[config.mk]
export PLATFORM = sky130hd
export DESIGN_NAME = resp_message_framer_counter_flat
export DESIGN_NICKNAME = d
export VERILOG_FILES = /design/src/rtl/rmfc_pkg.sv /design/src/rtl/rmfc_ifs.sv /design/src/rtl/rmfc_stack.sv /design/src/rtl/resp_message_framer_counter.sv /design/src/flat_wrapper.sv
export SDC_FILE = /design/constraint.sdc
export NUM_CORES = 1
export LEC_CHECK = 0
export ABC_CLOCK_PERIOD_IN_PS = 7750
export BUFFER_PORTS_ARGS = -buffer_cell sky130_fd_sc_hd__buf_2
export CORE_MARGIN = 5
export CORE_UTILIZATION = 60
export DETAILED_ROUTE_END_ITERATION = 10
export PLACE_DENSITY = 0.84
export SLEW_MARGIN = 40
export SYNTH_ARGS = -nofsm -noshare
export SYNTH_HDL_FRONTEND = slang
export SYNTH_SLANG_ARGS = --single-unit
export TNS_END_PERCENT = 1
[constraint.sdc]
create_clock -name clk -period 7.75 [get_ports clk]
set_input_delay 1.9375 -clock clk [delete_from_list [all_inputs] [get_ports clk]]
set_output_delay 1.9375 -clock clk [all_outputs]
set_load 0.01 [all_outputs]
[src/rtl/rmfc_pkg.sv]
// Shared types and constants for the RESP message framer counter.
package rmfc_pkg;

  localparam int MAX_NESTING_DEFAULT = 8;
  localparam int LENGTH_BITS_DEFAULT = 32;
  localparam int COUNT_W = 16;

  localparam logic [7:0] CH_STAR   = 8'h2A;
  localparam logic [7:0] CH_DOLLAR = 8'h24;
  localparam logic [7:0] CH_PLUS   = 8'h2B;
  localparam logic [7:0] CH_MINUS  = 8'h2D;
  localparam logic [7:0] CH_COLON  = 8'h3A;
  localparam logic [7:0] CH_ZERO   = 8'h30;
  localparam logic [7:0] CH_NINE   = 8'h39;
  localparam logic [7:0] CH_CR     = 8'h0D;
  localparam logic [7:0] CH_LF     = 8'h0A;

  typedef enum logic [2:0] {
    PH_TYPE,
    PH_LINE,
    PH_LINE_CR,
    PH_HEAD,
    PH_HEAD_CR,
    PH_SKIP,
    PH_ERR
  } phase_t;

  typedef struct packed {
    logic push;
    logic finish;
    logic clear;
  } stack_cmd_t;

  typedef struct packed {
    logic empty;
    logic full;
    logic top_end;
  } stack_stat_t;

endpackage

[src/rtl/rmfc_ifs.sv]
// Byte and result channel interfaces of the RESP message framer counter.
interface rmfc_in_if;
  logic       valid;
  logic       ready;
  logic [7:0] data_byte;
  logic       last_byte;

  modport source (output valid, output data_byte, output last_byte, input ready);
  modport sink (input valid, input data_byte, input last_byte, output ready);
endinterface

interface rmfc_out_if;
  logic        valid;
  logic        ready;
  logic        element_end;
  logic        format_error;
  logic [15:0] element_count;
  logic        buffer_done;

  modport source (output valid, output element_end, output format_error,
                  output element_count, output buffer_done, input ready);
  modport sink (input valid, input element_end, input format_error,
                input element_count, input buffer_done, output ready);
endinterface

[src/rtl/rmfc_stack.sv]
// Nesting stack of remaining array counts; one finish command can pop several levels at once.
module rmfc_stack #(
  parameter int MAX_NESTING = rmfc_pkg::MAX_NESTING_DEFAULT,
  parameter int LENGTH_BITS = rmfc_pkg::LENGTH_BITS_DEFAULT
) (
  input  logic                     clk,
  input  logic                     rst,
  input  rmfc_pkg::stack_cmd_t     cmd,
  input  logic [LENGTH_BITS-1:0]   push_value,
  output rmfc_pkg::stack_stat_t    stat
);

  localparam int LVL_W = $clog2(MAX_NESTING + 1);
  localparam int IDX_W = (MAX_NESTING > 1) ? $clog2(MAX_NESTING) : 1;

  logic [LENGTH_BITS-1:0] remaining [MAX_NESTING];
  logic [MAX_NESTING-1:0] last_one;
  logic [LVL_W-1:0]       level;
  logic [LVL_W-1:0]       level_next;
  logic                   found;
  logic [IDX_W-1:0]       found_idx;
  logic [IDX_W-1:0]       push_idx;

  // The deepest open level whose count is not about to run out absorbs the finish.
  always_comb begin
    found     = 1'b0;
    found_idx = '0;
    for (int i = 0; i < MAX_NESTING; i++) begin
      if ((LVL_W'(i) < level) && !last_one[i]) begin
        found     = 1'b1;
        found_idx = IDX_W'(i);
      end
    end
  end

  assign push_idx = level[IDX_W-1:0];

  always_comb begin
    level_next = level;
    if (cmd.clear) begin
      level_next = '0;
    end else if (cmd.push) begin
      level_next = level + LVL_W'(1);
    end else if (cmd.finish) begin
      level_next = found ? LVL_W'(found_idx) + LVL_W'(1) : '0;
    end
  end

  assign stat.empty   = (level == '0);
  assign stat.full    = (level == LVL_W'(MAX_NESTING));
  assign stat.top_end = cmd.finish && !found;

  always_ff @(posedge clk) begin
    if (rst) begin
      level <= '0;
    end else begin
      level <= level_next;
    end
  end

  always_ff @(posedge clk) begin
    if (cmd.push) begin
      remaining[push_idx] <= push_value;
      last_one[push_idx]  <= (push_value == LENGTH_BITS'(1));
    end else if (cmd.finish && found) begin
      remaining[found_idx] <= remaining[found_idx] - LENGTH_BITS'(1);
      last_one[found_idx]  <= (remaining[found_idx] == LENGTH_BITS'(2));
    end
  end

endmodule

[src/rtl/resp_message_framer_counter.sv]
// Top level of the RESP message framer counter.
// The result transaction of an accepted byte is registered and offered in the next cycle.
// One byte per cycle unless results stall; header, skip and stack update settle in one pass.
// A held result does not stall input as long as the result side takes it in the same cycle.
// Reset clears the parse state, the nesting level, the count and command mode.
// The byte marked last returns the parse state to its reset values after its result.
module resp_message_framer_counter #(
  parameter int MAX_NESTING = rmfc_pkg::MAX_NESTING_DEFAULT,
  parameter int LENGTH_BITS = rmfc_pkg::LENGTH_BITS_DEFAULT
) (
  input  logic              clk,
  input  logic              rst,
  input  logic              cfg_wr_en,
  input  logic              cfg_wr_data,
  rmfc_in_if.sink           bytes,
  rmfc_out_if.source        results
);

  rmfc_pkg::phase_t               phase;
  rmfc_pkg::phase_t               phase_next;
  logic                           hdr_array;
  logic                           hdr_array_next;
  logic                           hdr_neg;
  logic                           hdr_neg_next;
  logic [LENGTH_BITS-1:0]         hdr_value;
  logic [LENGTH_BITS-1:0]         hdr_value_next;
  logic [LENGTH_BITS:0]           skip_rem;
  logic [LENGTH_BITS:0]           skip_rem_next;
  logic [LENGTH_BITS:0]           skip_dec;
  logic [LENGTH_BITS+3:0]         hdr_mac;
  logic [3:0]                     digit;
  logic [rmfc_pkg::COUNT_W-1:0]   count;
  logic [rmfc_pkg::COUNT_W-1:0]   count_next;
  logic                           command_mode;
  logic                           accept;
  logic [7:0]                     b;
  rmfc_pkg::stack_cmd_t           stk_cmd;
  rmfc_pkg::stack_stat_t          stk_stat;

  assign accept       = bytes.valid && bytes.ready;
  assign bytes.ready  = !results.valid || results.ready;
  assign b            = bytes.data_byte;
  assign digit        = 4'(b - rmfc_pkg::CH_ZERO);
  assign hdr_mac      = ({4'b0, hdr_value} << 3) + ({4'b0, hdr_value} << 1)
                        + (LENGTH_BITS + 4)'(digit);
  assign skip_dec     = (skip_rem == '0) ? skip_rem : skip_rem - (LENGTH_BITS + 1)'(1);

  always_comb begin
    phase_next     = phase;
    hdr_array_next = hdr_array;
    hdr_neg_next   = hdr_neg;
    hdr_value_next = hdr_value;
    skip_rem_next  = skip_rem;
    stk_cmd        = '0;
    unique case (phase)
      rmfc_pkg::PH_LINE: begin
        if (b == rmfc_pkg::CH_CR) begin
          phase_next = rmfc_pkg::PH_LINE_CR;
        end
      end
      rmfc_pkg::PH_LINE_CR: begin
        if (b == rmfc_pkg::CH_LF) begin
          stk_cmd.finish = 1'b1;
          phase_next     = rmfc_pkg::PH_TYPE;
        end else if (b != rmfc_pkg::CH_CR) begin
          phase_next = rmfc_pkg::PH_LINE;
        end
      end
      rmfc_pkg::PH_HEAD: begin
        if (b == rmfc_pkg::CH_CR) begin
          phase_next = rmfc_pkg::PH_HEAD_CR;
        end else if (b == rmfc_pkg::CH_MINUS) begin
          hdr_neg_next = 1'b1;
        end else if (b >= rmfc_pkg::CH_ZERO && b <= rmfc_pkg::CH_NINE) begin
          if (|hdr_mac[LENGTH_BITS+3:LENGTH_BITS]) begin
            phase_next = rmfc_pkg::PH_ERR;
          end else begin
            hdr_value_next = hdr_mac[LENGTH_BITS-1:0];
          end
        end else begin
          phase_next = rmfc_pkg::PH_ERR;
        end
      end
      rmfc_pkg::PH_HEAD_CR: begin
        if (b != rmfc_pkg::CH_LF) begin
          phase_next = rmfc_pkg::PH_ERR;
        end else if (hdr_neg) begin
          stk_cmd.finish = 1'b1;
          phase_next     = rmfc_pkg::PH_TYPE;
        end else if (!hdr_array) begin
          skip_rem_next = {1'b0, hdr_value} + (LENGTH_BITS + 1)'(2);
          phase_next    = rmfc_pkg::PH_SKIP;
        end else if (hdr_value == '0) begin
          stk_cmd.finish = 1'b1;
          phase_next     = rmfc_pkg::PH_TYPE;
        end else if (stk_stat.full) begin
          phase_next = rmfc_pkg::PH_ERR;
        end else begin
          stk_cmd.push = 1'b1;
          phase_next   = rmfc_pkg::PH_TYPE;
        end
      end
      rmfc_pkg::PH_SKIP: begin
        skip_rem_next = skip_dec;
        if (skip_dec == '0) begin
          stk_cmd.finish = 1'b1;
          phase_next     = rmfc_pkg::PH_TYPE;
        end
      end
      rmfc_pkg::PH_ERR: begin
        phase_next = rmfc_pkg::PH_ERR;
      end
      default: begin
        if ((command_mode && stk_stat.empty && b != rmfc_pkg::CH_STAR)
            || !(b == rmfc_pkg::CH_STAR || b == rmfc_pkg::CH_DOLLAR)) begin
          if (b == rmfc_pkg::CH_PLUS || b == rmfc_pkg::CH_MINUS
              || b == rmfc_pkg::CH_COLON || b != rmfc_pkg::CH_CR) begin
            phase_next = rmfc_pkg::PH_LINE;
          end else begin
            phase_next = rmfc_pkg::PH_LINE_CR;
          end
        end else begin
          hdr_array_next = (b == rmfc_pkg::CH_STAR);
          hdr_neg_next   = 1'b0;
          hdr_value_next = '0;
          phase_next     = rmfc_pkg::PH_HEAD;
        end
      end
    endcase
    stk_cmd.push   = stk_cmd.push && accept;
    stk_cmd.finish = stk_cmd.finish && accept;
    stk_cmd.clear  = accept && bytes.last_byte;
  end

  always_comb begin
    count_next = count;
    if (stk_stat.top_end && count != '1) begin
      count_next = count + rmfc_pkg::COUNT_W'(1);
    end
  end

  rmfc_stack #(
    .MAX_NESTING (MAX_NESTING),
    .LENGTH_BITS (LENGTH_BITS)
  ) u_stack (
    .clk        (clk),
    .rst        (rst),
    .cmd        (stk_cmd),
    .push_value (hdr_value),
    .stat       (stk_stat)
  );

  always_ff @(posedge clk) begin
    if (rst) begin
      command_mode <= 1'b0;
    end else if (cfg_wr_en) begin
      command_mode <= cfg_wr_data;
    end
  end

  always_ff @(posedge clk) begin
    if (rst) begin
      phase     <= rmfc_pkg::PH_TYPE;
      hdr_array <= 1'b0;
      hdr_neg   <= 1'b0;
      hdr_value <= '0;
      skip_rem  <= '0;
      count     <= '0;
    end else if (accept) begin
      if (bytes.last_byte) begin
        phase     <= rmfc_pkg::PH_TYPE;
        hdr_array <= 1'b0;
        hdr_neg   <= 1'b0;
        hdr_value <= '0;
        skip_rem  <= '0;
        count     <= '0;
      end else begin
        phase     <= phase_next;
        hdr_array <= hdr_array_next;
        hdr_neg   <= hdr_neg_next;
        hdr_value <= hdr_value_next;
        skip_rem  <= skip_rem_next;
        count     <= count_next;
      end
    end
  end

  always_ff @(posedge clk) begin
    if (rst) begin
      results.valid <= 1'b0;
    end else if (accept) begin
      results.valid <= 1'b1;
    end else if (results.ready) begin
      results.valid <= 1'b0;
    end
  end

  always_ff @(posedge clk) begin
    if (accept) begin
      results.element_end   <= stk_stat.top_end;
      results.format_error  <= (phase_next == rmfc_pkg::PH_ERR);
      results.element_count <= count_next;
      results.buffer_done   <= bytes.last_byte;
    end
  end

endmodule

[src/flat_wrapper.sv]
// flat-port wrapper written by rule: the top's interface ports become plain ports
module resp_message_framer_counter_flat 
#(
  parameter int MAX_NESTING = rmfc_pkg::MAX_NESTING_DEFAULT,
  parameter int LENGTH_BITS = rmfc_pkg::LENGTH_BITS_DEFAULT
)
  (clk, rst, cfg_wr_en, cfg_wr_data, bytes_valid, bytes_data_byte, bytes_last_byte, bytes_ready, results_valid, results_element_end, results_format_error, results_element_count, results_buffer_done, results_ready);
  rmfc_in_if bytes_i ();
  rmfc_out_if results_i ();
  input  logic clk;
  input  logic rst;
  input  logic cfg_wr_en;
  input  logic cfg_wr_data;
  input wire logic [$bits(bytes_i.valid)-1:0] bytes_valid;
  input wire logic [$bits(bytes_i.data_byte)-1:0] bytes_data_byte;
  input wire logic [$bits(bytes_i.last_byte)-1:0] bytes_last_byte;
  output wire logic [$bits(bytes_i.ready)-1:0] bytes_ready;
  output wire logic [$bits(results_i.valid)-1:0] results_valid;
  output wire logic [$bits(results_i.element_end)-1:0] results_element_end;
  output wire logic [$bits(results_i.format_error)-1:0] results_format_error;
  output wire logic [$bits(results_i.element_count)-1:0] results_element_count;
  output wire logic [$bits(results_i.buffer_done)-1:0] results_buffer_done;
  input wire logic [$bits(results_i.ready)-1:0] results_ready;
  assign bytes_i.valid = bytes_valid;
  assign bytes_i.data_byte = bytes_data_byte;
  assign bytes_i.last_byte = bytes_last_byte;
  assign bytes_ready = bytes_i.ready;
  assign results_valid = results_i.valid;
  assign results_element_end = results_i.element_end;
  assign results_format_error = results_i.format_error;
  assign results_element_count = results_i.element_count;
  assign results_buffer_done = results_i.buffer_done;
  assign results_i.ready = results_ready;
  resp_message_framer_counter #(.MAX_NESTING(MAX_NESTING), .LENGTH_BITS(LENGTH_BITS)) u_core (.clk(clk), .rst(rst), .cfg_wr_en(cfg_wr_en), .cfg_wr_data(cfg_wr_data), .bytes(bytes_i), .results(results_i));
endmodule
### Yosys cells after proc, flatten, opt, wreduce, memory -nomap -nowiden

Memories as Yosys holds them, arrays and structs flattened.
Index checks and enable logic that the tools add are counted.

| storage, ports and cells | value |
|---|---|
| register bits | 119 |
| memory bits (writable) | 256 |
| input port bits | 15 |
| output and inout bits | 21 |
| memories kept | 1 |

| operators by class | value |
|---|---|
| $add $sub $neg | 9 |
| order comparisons | 14 |
| equality and inequality tests | 33 |
| mux-type cells | 87 |
| reductions and logical operators | 54 |

Memories:

| memory | depth | bits a word | read ports | clocked after Yosys merged registers in | write ports | line | text |
|---|---|---|---|---|---|---|---|
| u_core.u_stack.remaining | 8 | 32 | 1 | 0 | 1 | rmfc_stack.sv:16 | `logic [LENGTH_BITS-1:0] remaining [MAX_NESTING];` |

Operator list:

| cell | number |
|---|---|
| $mux 32 | 7 |
| $mux 33 | 5 |
| $logic_not 33->1 | 2 |
| $pmux 33 s2 | 1 |
| $pmux 32 s2 | 1 |
| $mux 3 | 21 |
| $eq 8x6->1 const B | 5 |
| $add 35x33->36 | 1 |
| $add 36x4->36 | 1 |
| $mux 1 | 34 |
| $add 32x2->33 const B | 1 |
| $sub 33x1->33 const B | 1 |
| $eq 32x1->1 const B | 1 |
| $eq 32x2->1 const B | 1 |
| $logic_not 32->1 | 1 |
| $mux 16 | 2 |
| $reduce_or 32->1 | 1 |
| $sub 32x1->32 const B | 1 |
| $ne 3x3->1 const B | 7 |
| $logic_and 1x1->1 | 20 |
| $pmux 3 s6 | 1 |
| $add 16x1->16 const B | 1 |
| $bwmux 8 | 2 |
| $eq 8x4->1 const B | 2 |
| 38 further kinds | 77 |

### Logic depth before layout (Yosys ltp)

Gate-level depths: netlist of run 1.

| logic depth | value |
|---|---|
| word-level depth | 16 |
| gate-level depth with buffers | 19 |

### Cells and area by module

Synthesis of run 1 repeated with hierarchy kept, for this count alone.

| unflattened totals | value |
|---|---|
| cells, all modules | 2016 |
| area, all modules | 20796.2 um^2 |

By module, submodules not included:

| module | instances | cells each | area an instance (um^2) |
|---|---|---|---|
| rmfc_stack | 1 | 996 | 12544.5 |
| resp_message_framer_counter | 1 | 1020 | 8251.7 |

### Worst setup path before layout of run 1

OpenSTA, ideal clock, no wires.

| timing path | value |
|---|---|
| path kind | reg-to-reg |
| from | reg u_core.skip_rem[16] |
| to | mem u_core.u_stack.remaining[5][0] (netlist bit) (enable) |
| arrival | 6.148 ns |
| path slack | 1.130 ns |
| stages on the path, launching flop included | 14 |
| path buffers | 3 |
| path through | dfxtp_1 buf_6 or4_4 or4_1 buf_2 o41a_1 a21oi_1 nand4b_1 or4_1 o41a_4 nor2_8 nand2_4 clkbuf_1 o32ai_1 |

| between the ends | value |
|---|---|
| word-level cells in the longest chain between the ends | 12 |

RTL lines:

| what | line | text |
|---|---|---|
| start, declared | resp_message_framer_counter.sv:27 | `logic [LENGTH_BITS:0] skip_rem;` |
| start signal, assigned | resp_message_framer_counter.sv:182 | `skip_rem <= skip_rem_next;` |
| $sub 33x1->33 or $logic_not 33->1 (tied branches) | resp_message_framer_counter.sv:46 | `assign skip_dec = (skip_rem == '0) ? skip_rem : skip_rem - (LENGTH_BITS + 1)'(1);` |
| $mux 33 (*) | resp_message_framer_counter.sv:46 |  |
| $logic_not 33->1 (*) | resp_message_framer_counter.sv:105 | `if (skip_dec == '0) begin` |
| $mux 1 (*) | resp_message_framer_counter.sv:105 |  |
| $pmux 1 s3 (*) | resp_message_framer_counter.sv:55 | `unique case (phase)` |
| $logic_and 1x1->1 (*) | resp_message_framer_counter.sv:131 | `stk_cmd.finish = stk_cmd.finish && accept;` |
| $logic_and 1x1->1 (*) | rmfc_stack.sv:65 | `end else if (cmd.finish && found) begin` |
| $mux 1 (*) | rmfc_stack.sv:65 |  |
| $mux 1 (*) | rmfc_stack.sv:62 | `if (cmd.push) begin` |
| $mux 1 (not written as such) (*) | rmfc_stack.sv:66 | `remaining[found_idx] <= remaining[found_idx] - LENGTH_BITS'(1);` |
| $reduce_or 32->1 (no source line) | - |  |
| $mux 3 (no source line) or $mux 1 (tied branches) | - |  |
| end, declared | rmfc_stack.sv:16 |  |

Mark *: on every way between the ends. The rest lies on a longest branch, timed or not.

### Worst setup path in the final report of run 1

| timing path | value |
|---|---|
| from | in bytes_data_byte[3] |
| to | reg u_core.hdr_value[7] |

| between the ends | value |
|---|---|
| word-level cells in the longest chain between the ends | 8 |

RTL lines:

| what | line | text |
|---|---|---|
| start, declared | flat_wrapper.sv:15 | `input wire logic [$bits(bytes_i.data_byte)-1:0] bytes_data_byte;` |
| $sub 4x1->4 | resp_message_framer_counter.sv:43 | `assign digit = 4'(b - rmfc_pkg::CH_ZERO);` |
| $add 36x4->36 | resp_message_framer_counter.sv:45 | `+ (LENGTH_BITS + 4)'(digit);` |
| $mux 32 | resp_message_framer_counter.sv:75 | `if (\|hdr_mac[LENGTH_BITS+3:LENGTH_BITS]) begin` |
| $mux 32 | resp_message_framer_counter.sv:74 | `end else if (b >= rmfc_pkg::CH_ZERO && b <= rmfc_pkg::CH_NINE) begin` |
| $mux 32 | resp_message_framer_counter.sv:72 | `end else if (b == rmfc_pkg::CH_MINUS) begin` |
| $mux 32 | resp_message_framer_counter.sv:70 | `if (b == rmfc_pkg::CH_CR) begin` |
| $pmux 32 s2 | resp_message_framer_counter.sv:55 |  |
| $mux 32 | resp_message_framer_counter.sv:170 | `if (bytes.last_byte) begin` |
| end signal, assigned | resp_message_framer_counter.sv:181 | `hdr_value <= hdr_value_next;` |
| end, declared | resp_message_framer_counter.sv:25 | `logic [LENGTH_BITS-1:0] hdr_value;` |

Parallel ways exist; a longest one is shown, timed or not. The select of a mux whose other input is x is not followed.
A chain may end at the register's enable or synchronous reset.

==> flow_metrics.tcl, run 1 <==
set metrics [dict create \
    critPathRequiredTime_ns 8.24 \
    p_seq_frac 0.519 \
    finalHoldViolCount 0 \
    fin_crit_ns 6.31 \
    postRouteAntennaNets 0 \
    yosysMostFrequentCell "edfxtp_1" \
    tightest_slew_ns 0.946 \
    cts_tree "done" \
    gp_congestion 0.941 \
    cts_resized 0 \
    place_ws_ns 1.05 \
    max_cap_violations 0 \
    max_freq_mhz 159 \
    synth.top_cell.area_share 0.413 \
    grt_max_degree 70 \
    drc_errors 0 \
    cts_setup_buffers 0 \
    power_mw 4.13 \
    die_area_mm2 0.0381 \
    swShare 0.209 \
    drt_pre_antenna_iters 5 \
    grt_antenna_before_repair 0 \
    num_rows 67 \
    ys_types 96 \
    power.internal_mw 3.27 \
    path_max_fanout 22 \
    power_frac_comb 0.014 \
    synth_top_area_cell "edfxtp_1" \
    grtUsageTotal 0.284 \
    clkSlewWorstSetupHoldPaths_ns 0.07 \
    worst_path_max_delay_cell "and2_1" \
    grt_first_pass_wirelength_um 88600 \
    maxSlewHeadroom 0.366 \
    synth_cells 2031 \
    layout-drive-gt1-share 0.0916 \
    peakVddDrop_mv 0.170 \
    io_pins 36 \
    die_w_um 195 \
    htreeDepth 2 \
    insertion_delay_ns 0.57 \
    syn_area_mm2 0.0206 \
    n_antenna_cell 0 \
    synth-seq-cells 375 \
    ys_top_cells_by_count "edfxtp_1, nand2_1, a21oi_1" \
    final_nets 2109 \
    start_util 0.610 \
    ctsHoldBuffers 0 \
    path_cells "buf_2 > inv_1 > fa_1 > fa_1 > nor2b_1 > o211ai_1 > a21boi_0 > nor2_1 > o31a_1 > o31a_1 > a211oi_1 > a211o_1 > a21o_1 > and2_1 > a22o_1" \
    clock-root-buffer "clkbuf_16" \
    area_delta_synth_final_pct 9.78 \
    pwr-share-clk 0.468 \
    yosysWarnings 0 \
    drt_iter0_drc 2059 \
    routed_via_density 6.84 \
    synth_ff_type "edfxtp_1" \
    port_buffers 35 \
    worst_slack_ns 1.44 \
    synth_edf_count 283 \
    setup_viol 0 \
    finalMaxSlewViolations 0 \
    cts.sinks 375 \
    fin_setup_tns_ns 0 \
    min_path_type "reg2reg" \
    cts_made_buffers 40 \
    dp_hpwl_um 36500 \
    wl_per_cell_um 22.5 \
    die-height_um 195 \
    stdcell_count 2500 \
    hold_ws_ns 0.505 \
    period_share 0.814 \
    cts_buffer_depth 3 \
    p_sw_uw 862 \
    async_reset_ff_frac 0 \
    power_density_mw_per_mm2 183 \
    vias 17100 \
    grt_pass1_vias 16400 \
    wl_um 56300 \
    grt-ovfl-total 0 \
    status "finished, final reports clean" \
    crit_path_max_incr_delay_ns 0.72 \
    syn-num-nets 2120 \
    critPathArrivalTime_ns 6.80 \
    syn_avg_cell_area_um2 10.1 \
    worst_setup_path_start_kind "input pin" \
    crit_type "in2reg" \
    synthTopCellsByArea "edfxtp_1, dfxtp_1, ha_1, nand2_1, a21oi_1" \
    end_kind "flop" \
    grt_setup_unrepaired "no" \
    core_area_mm2 0.0337 \
    leakagePower_nw 8.06 \
    place_inst 2426 \
    yosysSeqAreaShare 0.503 \
    clock_skew_ns 0.0327 \
]
metal layers:
| metal | up-vias | wire (um) | GRT usage |
|---|---|---|---|
| met3 | 180 | 5410 | 0.0472 |
| li1 | 7709 | - | - |
| met4 | 0 | 2220 | 0.115 |
| met5 | - | 0 | 0 |
| met1 | 8275 | 22400 | 0.390 |
| met2 | 939 | 26200 | 0.455 |
power groups by stage:
| stage | Combinational, mW | Clock, mW | Sequential [mW] |
|---|---|---|---|
| global placement | 0.0534 | 0 | 2.18 |
| global route | 0.0600 | 2.03 | 2.14 |
| floorplan | 0.0303 | 0 | 2.19 |
| finish | 0.0559 | 1.93 | 2.14 |
| detailed placement | 0.0544 | 0 | 2.18 |
| CTS | 0.0551 | 1.94 | 2.14 |
state kept, by name, summed over array words and instances (netlist names):
name,count
u_core.count,16
u_core.skip_rem,33
u_core.results.format_error,1
u_core.results.element_end,1
u_core.hdr_neg,1
u_core.u_stack.level,4
u_core.hdr_value,32
u_core.results.valid,1
u_core.u_stack.remaining,256
u_core.hdr_array,1
u_core.u_stack.last_one,8
u_core.command_mode,1
u_core.results.element_count,16
u_core.phase,3
u_core.results.buffer_done,1
path summary, 6_finish.rpt:
kind / start / to / slack, ns / cells after the start
setup / recovery: bytes_data_byte[3] / u_core.hdr_value[7] / 1.44 / 15
hold / removal: u_core.skip_rem[27] / u_core.skip_rem[27] / 0.50 / 2
setup reg to reg: u_core.skip_rem[16] / u_core.u_stack.remaining[3][1] / 1.52 / 13
hold reg to reg: u_core.skip_rem[27] / u_core.skip_rem[27] / 0.50 / 2
cell type report:
cell class | count | area [um2]
clock inverter | 27 | 282
fill | 2452 | 11100
timing repair buffer | 69 | 434
sequential | 375 | 10300
tap | 448 | 561
clock buffer | 47 | 1050
multi-input combinational | 1499 | 9770
inverter | 35 | 131
cells by family after synthesis:
kind of cell,share of synthesized area
fa+ha+maj,0.0458
compound gates,0.173
flops,0.503
mux,0.0172
xor+xnor,0.0460
buf+inv,0.0301
simple gates,0.185
stage by stage:
stage           util  cell area [um2]
2_1_floorplan      -            20600
3_3_place_gp   0.629            21200
3_5_place_dp   0.630            21200
4_1_cts        0.669            22500
5_1_grt        0.670            22600
6_report       0.670            22600
worst max-delay path, delay by kind of cell:
| family | cells | cell delay [ns] |
|---|---|---|
| and+or+nand+nor | 3 | 1.09 |
| buffers and inverters | 2 | 0.18 |
| AOI/OAI and AO/OA | 8 | 2.56 |
| adders and majority gates | 2 | 1.02 |
cell usage in the layout, fill, tap and decap left out, types with 20 or more instances in the layout:
master and n:
xnor2_1 68, a21oi_1 137, a21o_1 23, nand2_1 237, clkbuf_16 40, or3_1 27, nor4_1 36, a22oi_1 24
ha_1 72, buf_4 33, o21ai_0 87, o21ai_1 29, nand3_1 82, buf_2 35, a22o_1 28, nor2_1 124
inv_1 34, edfxtp_1 283, nand4_1 45, nor3_1 49, xor2_1 40, dfxtp_1 92, mux2i_1 24, nor2b_1 20
o211ai_1 23
Note: power is estimated with default switching activity, not from simulation.
==> run 2, diff against run 1 <==
--- a/config.mk
+++ b/config.mk
@@ -5,10 +5,10 @@
 export SDC_FILE = /design/constraint.sdc
 export NUM_CORES = 1
 export LEC_CHECK = 0
-export ABC_CLOCK_PERIOD_IN_PS = 7750
+export ABC_CLOCK_PERIOD_IN_PS = 5350
 export BUFFER_PORTS_ARGS = -buffer_cell sky130_fd_sc_hd__buf_2
 export CORE_MARGIN = 5
-export CORE_UTILIZATION = 60
+export CORE_UTILIZATION = 58
 export DETAILED_ROUTE_END_ITERATION = 10
 export PLACE_DENSITY = 0.84
 export SLEW_MARGIN = 40
==> constraint.sdc (replaced) <==
create_clock -name clk -period 5.35 [get_ports clk]
set_input_delay 1.3375 -clock clk [delete_from_list [all_inputs] [get_ports clk]]
set_output_delay 1.3375 -clock clk [all_outputs]
set_load 0.01 [all_outputs]
==> run 2 against run 1 <==
  * Hold slack got worse by 0.0026 ns
  * Final cell count rose by 2.0%
  * Largest power group unchanged
  * Sequential share of layout area is 1.1 points lower
  * Combinational power up 51%
  * Largest cell class unchanged
  * Power up 48%
  * Critical path type is now reg2reg
==> flow_metrics.tcl, run 2 (synthesized netlist as in run 1, its figures left out) <==
set metrics [dict create \
    start_util 0.582 \
    reg_top3 "u_core.u_stack.remaining x256, u_core.skip_rem x33, u_core.hdr_value x32" \
    fin_crit_ns 5.17 \
    peakVddDrop_mv 0.263 \
    place_inst 2478 \
    grt-ovfl-total 0 \
    final_common_cell "edfxtp_1" \
    htreeDepth 2 \
    cts_buffer_depth 3 \
    wl_um 59200 \
    drt_iter0_drc 2157 \
    postRouteAntennaNets 0 \
    largest-register "u_core.u_stack.remaining" \
    hold_start "u_core.skip_rem[27]" \
    end_kind "flop" \
    cts_made_buffers 40 \
    critPathRequiredTime_ns 5.63 \
    vias 17500 \
    gp_congestion 0.981 \
    mostFrequentLayoutCells "edfxtp_1, nand2_1, a21oi_1" \
    io_pins 36 \
    clkSlewWorstSetupHoldPaths_ns 0.06 \
    tightest_slew_ns 0.795 \
    cts_tree "done" \
    finalHoldViolCount 0 \
    fin_setup_tns_ns 0 \
    crit_type "reg2reg" \
    path_cells "inv_1 > ha_1 > nor2_1 > o21a_1 > nor3_2 > nand2_1 > buf_4 > a21oi_1 > nor3_1 > nand4_1 > nor4_2 > buf_4 > nand3_1 > xor2_1 > mux2_2" \
    path_max_fanout 16 \
    cp-startpoint "u_core.u_stack.level[1]" \
    crit_path_max_incr_delay_ns 0.57 \
    worst_setup_path_start_kind "flop" \
    power_density_mw_per_mm2 264 \
    port_buffers 35 \
    fin_util 0.655 \
    grt_max_degree 62 \
    grtUsageTotal 0.294 \
    period_share 0.967 \
    hold_ws_ns 0.502 \
    cts_resized 0 \
    critical_path.most_common_cell "buf_4" \
    layout-drive-gt1-share 0.113 \
    final_nets 2148 \
    largest_reg_flops 256 \
    power_mw 6.11 \
    num_rows 69 \
    status "finished, final reports clean" \
    ctsHoldBuffers 0 \
    core_area_mm2 0.0353 \
    grt_antenna_before_repair 0 \
    drt_pre_antenna_iters 6 \
    insertion_delay_ns 0.55 \
    min_path_type "reg2reg" \
    setup_viol 0 \
    drc_errors 0 \
    clock-root-buffer "clkbuf_16" \
    leakagePower_nw 8.53 \
    timing.rr.start "u_core.u_stack.level[1]" \
    cts.sinks 375 \
    die-height_um 198 \
    die_area_mm2 0.0393 \
    maxSlewHeadroom 0.465 \
    max_cap_violations 0 \
    grt_pass1_vias 16700 \
    wl_per_cell_um 23.2 \
    n_antenna_cell 0 \
    grt_setup_unrepaired "no" \
    finalMaxSlewViolations 0 \
    stdcell_count 2551 \
    fill_cells 2570 \
    max_freq_mhz 193 \
    critPathArrivalTime_ns 5.45 \
    area_delta_synth_final_pct 12.5 \
    cts_setup_buffers 0 \
    dp_hpwl_um 38800 \
    grt_first_pass_wirelength_um 92400 \
    worst_path_max_delay_cell "dfxtp_1" \
    routed_via_density 6.85 \
    clock_skew_ns 0.0155 \
    die_w_um 198 \
]
-- run 2: worst paths after layout --
path                                     endpoint  slack (ns)  depth (start not counted)
setup / recovery  u_core.u_stack.remaining[0][31]        0.18                         15
hold / removal                u_core.skip_rem[27]        0.50                          2
setup reg to reg  u_core.u_stack.remaining[0][31]        0.18                         15
hold reg to reg               u_core.skip_rem[27]        0.50                          2
-- run 2: metrics by stage --
| step | cell area (um2) | setup WS [ns] |
|---|---|---|
| after floorplan | 20600 | -0.303 |
| after global placement | 21700 | 0.0808 |
| after detailed placement | 21700 | -0.0408 |
| after CTS | 23100 | 0.0184 |
| after global routing | 23100 | 0.00413 |
| final | 23100 | 0.177 |
-- run 2: where the power goes --
group | leakage, nW | switching [mW] | internal [mW]
clock | 0.685 | 1.20 | 1.73
combinational | 4.50 | 0.0605 | 0.0240
sequential | 3.35 | 0.00463 | 3.10
-- run 2: per-layer routing --
metal / GRT usage / vias to the layer above / routed length (um)
met3: 0.0499 / 238 / 6270
met1: 0.402 / 8333 / 22800
met4: 0.134 / 0 / 2900
li1: - / 7788 / -
met2: 0.464 / 1121 / 27200
met5: 0 / - / 0
-- run 2: layout make-up --
| type | count | area, um2 | area share |
|---|---|---|---|
| clock buffers | 46 | 1050 | 0.0456 |
| clock inverters | 27 | 342 | 0.0148 |
| inverters | 35 | 131 | 0.00568 |
| multi-input cells | 1499 | 9790 | 0.423 |
| flip-flops and latches | 375 | 10300 | 0.447 |
| well taps | 461 | 577 | 0.0249 |
| repair buffers | 108 | 886 | 0.0383 |
-- run 2: critical path, delay by kind of cell, from the launching register on --
| family | cells | cell delay [ns] |
|---|---|---|
| AND/OR/NAND/NOR | 7 | 2.11 |
| XOR/XNOR | 1 | 0.19 |
| AO/OA/AOI/OAI | 2 | 0.64 |
| flip-flops | 1 | 0.57 |
| buffers and inverters | 3 | 0.75 |
| multiplexers | 1 | 0.35 |
| adder cells (fa/ha/maj) | 1 | 0.27 |
==> run 3, diff against run 2 <==
--- a/config.mk
+++ b/config.mk
@@ -10,6 +10,7 @@
 export CORE_MARGIN = 5
 export CORE_UTILIZATION = 58
 export DETAILED_ROUTE_END_ITERATION = 10
+export MAX_ROUTING_LAYER = met4
 export PLACE_DENSITY = 0.84
 export SLEW_MARGIN = 40
 export SYNTH_ARGS = -nofsm -noshare
==> run 3 against run 2 <==
  * First-iteration DRC count is 0.83% higher
  * Sequential share of layout area grew 0.17 points
  * Worst setup slack better by 0.012 ns
  * Maximum frequency grew 0.24%
  * Sequential cell count unchanged
  * Global-route usage increased by 1.1 points
  * Clock-buffer cell count up 4
  * Hold slack improved by 0.0089 ns
==> flow_metrics.tcl, run 3 (synthesized netlist as in run 1, its figures left out) <==
set metrics [dict create \
    die-height_um 198 \
    power_density_mw_per_mm2 254 \
    final_design_area_no_fill_mm2 0.0230 \
    worst_path_max_delay_cell "nor4_1" \
    routed_via_density 6.87 \
    die_area_mm2 0.0393 \
    grt_max_degree 51 \
    ctsHoldBuffers 0 \
    final_common_cell "edfxtp_1" \
    place_inst 2483 \
    grtUsageTotal 0.305 \
    grt_first_pass_wirelength_um 92800 \
    met3_usage 0.0478 \
    crit_type "reg2reg" \
    clock_skew_ns 0.0294 \
    htreeDepth 2 \
    r2r_cells 13 \
    cp-startpoint "u_core.u_stack.level[1]" \
    met1_usage 0.408 \
    start_util 0.582 \
    reg_top3 "u_core.u_stack.remaining x256, u_core.skip_rem x33, u_core.hdr_value x32" \
    drt_iter0_drc 2175 \
    cts_setup_buffers 0 \
    holdPathStages 2 \
    fin_crit_ns 5.16 \
    wl_per_cell_um 23.5 \
    port_buffers 35 \
    drc_errors 0 \
    grt-ovfl-total 0 \
    clock-root-buffer "clkbuf_16" \
    num_rows 69 \
    end_kind "flop" \
    cts_buffer_depth 3 \
    min_path_type "reg2reg" \
    grt_setup_unrepaired "no" \
    layout-drive-gt1-share 0.114 \
    critPathRequiredTime_ns 5.70 \
    drt_pre_antenna_iters 8 \
    rrSetupSlack_ns 0.19 \
    gp_congestion 0.939 \
    period_share 0.965 \
    cp_top_family "simple AND/OR/NAND/NOR gates" \
    crit_path_max_incr_delay_ns 0.67 \
    path_max_fanout 30 \
    finalMaxSlewViolations 0 \
    n_antenna_cell 0 \
    cp.depth 13 \
    worst_setup_path_start_kind "flop" \
    clkSlewWorstSetupHoldPaths_ns 0.06 \
    max_cap_violations 0 \
    mostFrequentLayoutCells "edfxtp_1, nand2_1, a21oi_1" \
    cts.sinks 375 \
    largest-register "u_core.u_stack.remaining" \
    die_w_um 198 \
    max_freq_mhz 194 \
    largest_reg_flops 256 \
    io_pins 36 \
    grt_pass1_vias 16900 \
    cts_made_buffers 40 \
    power_mw 5.85 \
    busiest_layer "met2" \
    grt_antenna_before_repair 0 \
    peakVddDrop_mv 0.260 \
    tightest_slew_ns 0.884 \
    maxSlewHeadroom 0.406 \
    worst-path-buf-inv 2 \
    postRouteAntennaNets 0 \
    stdcell_count 2551 \
    area_delta_synth_final_pct 12.1 \
    vias 17500 \
    hold_start "u_core.skip_rem[29]" \
    final_nets 2153 \
    insertion_delay_ns 0.56 \
    path_cells "inv_1 > ha_1 > or3b_1 > a211oi_1 > a211o_4 > buf_4 > mux2i_1 > o21ai_0 > nor3_1 > nand4_1 > nor4_1 > nand4_1 > o32ai_1" \
    finalHoldViolCount 0 \
    status "finished, final reports clean" \
    core_area_mm2 0.0353 \
    wl_um 59800 \
    cts_tree "done" \
    dpl_cell_area_mm2 0.0217 \
    critical_path.most_common_cell "nand4_1" \
    setup_viol 0 \
    timing.rr.start "u_core.u_stack.level[1]" \
    critPathArrivalTime_ns 5.51 \
    grt.met2_usage 0.474 \
    dp_hpwl_um 39400 \
    leakagePower_nw 8.49 \
    cts_resized 0 \
]
run 3: worst reg2reg max path, delay by kind of cell (launching register included):
kind,cells,cell delay [ns]
AND/OR/NAND/NOR,5,2.17
AO/OA/AOI/OAI,4,1.14
buffers and inverters,2,0.57
flip-flops,1,0.55
adder cells (fa/ha/maj),1,0.27
multiplexers,1,0.25
run 3: worst paths after layout:
check | end
min | u_core.skip_rem[29]
max | u_core.u_stack.last_one[3]
min reg2reg | u_core.skip_rem[29]
max reg2reg | u_core.u_stack.last_one[3]
run 3: area by class of cell:
type	count	area (um2)
Tap cell	461	577
Clock inverter	18	146
Fill cell	2578	12300
Multi-Input combinational cell	1499	9820
Inverter	35	131
Sequential cell	375	10300
Clock buffer	50	1110
Timing Repair Buffer	113	911
run 3: metrics by stage:
stage               utilization  hold WS (ns)  setup WS (ns)  TNS [ns]
finish                    0.652         0.511          0.190         0
global route              0.652         0.528        0.00662         0
CTS                       0.650         0.506         0.0240         0
detailed placement        0.614         0.492        -0.0550    -0.782
global placement          0.614         0.479         0.0656         0
floorplan                     -         0.459         -0.303    -41.89
run 3: routing by layer:
layer | part of all wire | routed length [um]
met4 | 0.041 | 2460
met5 | 0 | 0
met3 | 0.11 | 6570
met1 | 0.39 | 23300
met2 | 0.46 | 27500
run 3: where the power goes:
| part | switching [mW] | total, mW | internal (mW) |
|---|---|---|---|
| Combinational | 0.0601 | 0.0840 | 0.0239 |
| Clock | 1.15 | 2.67 | 1.52 |
| Sequential | 0.00459 | 3.10 | 3.10 |
| Total | 1.21 | 5.85 | 4.64 |
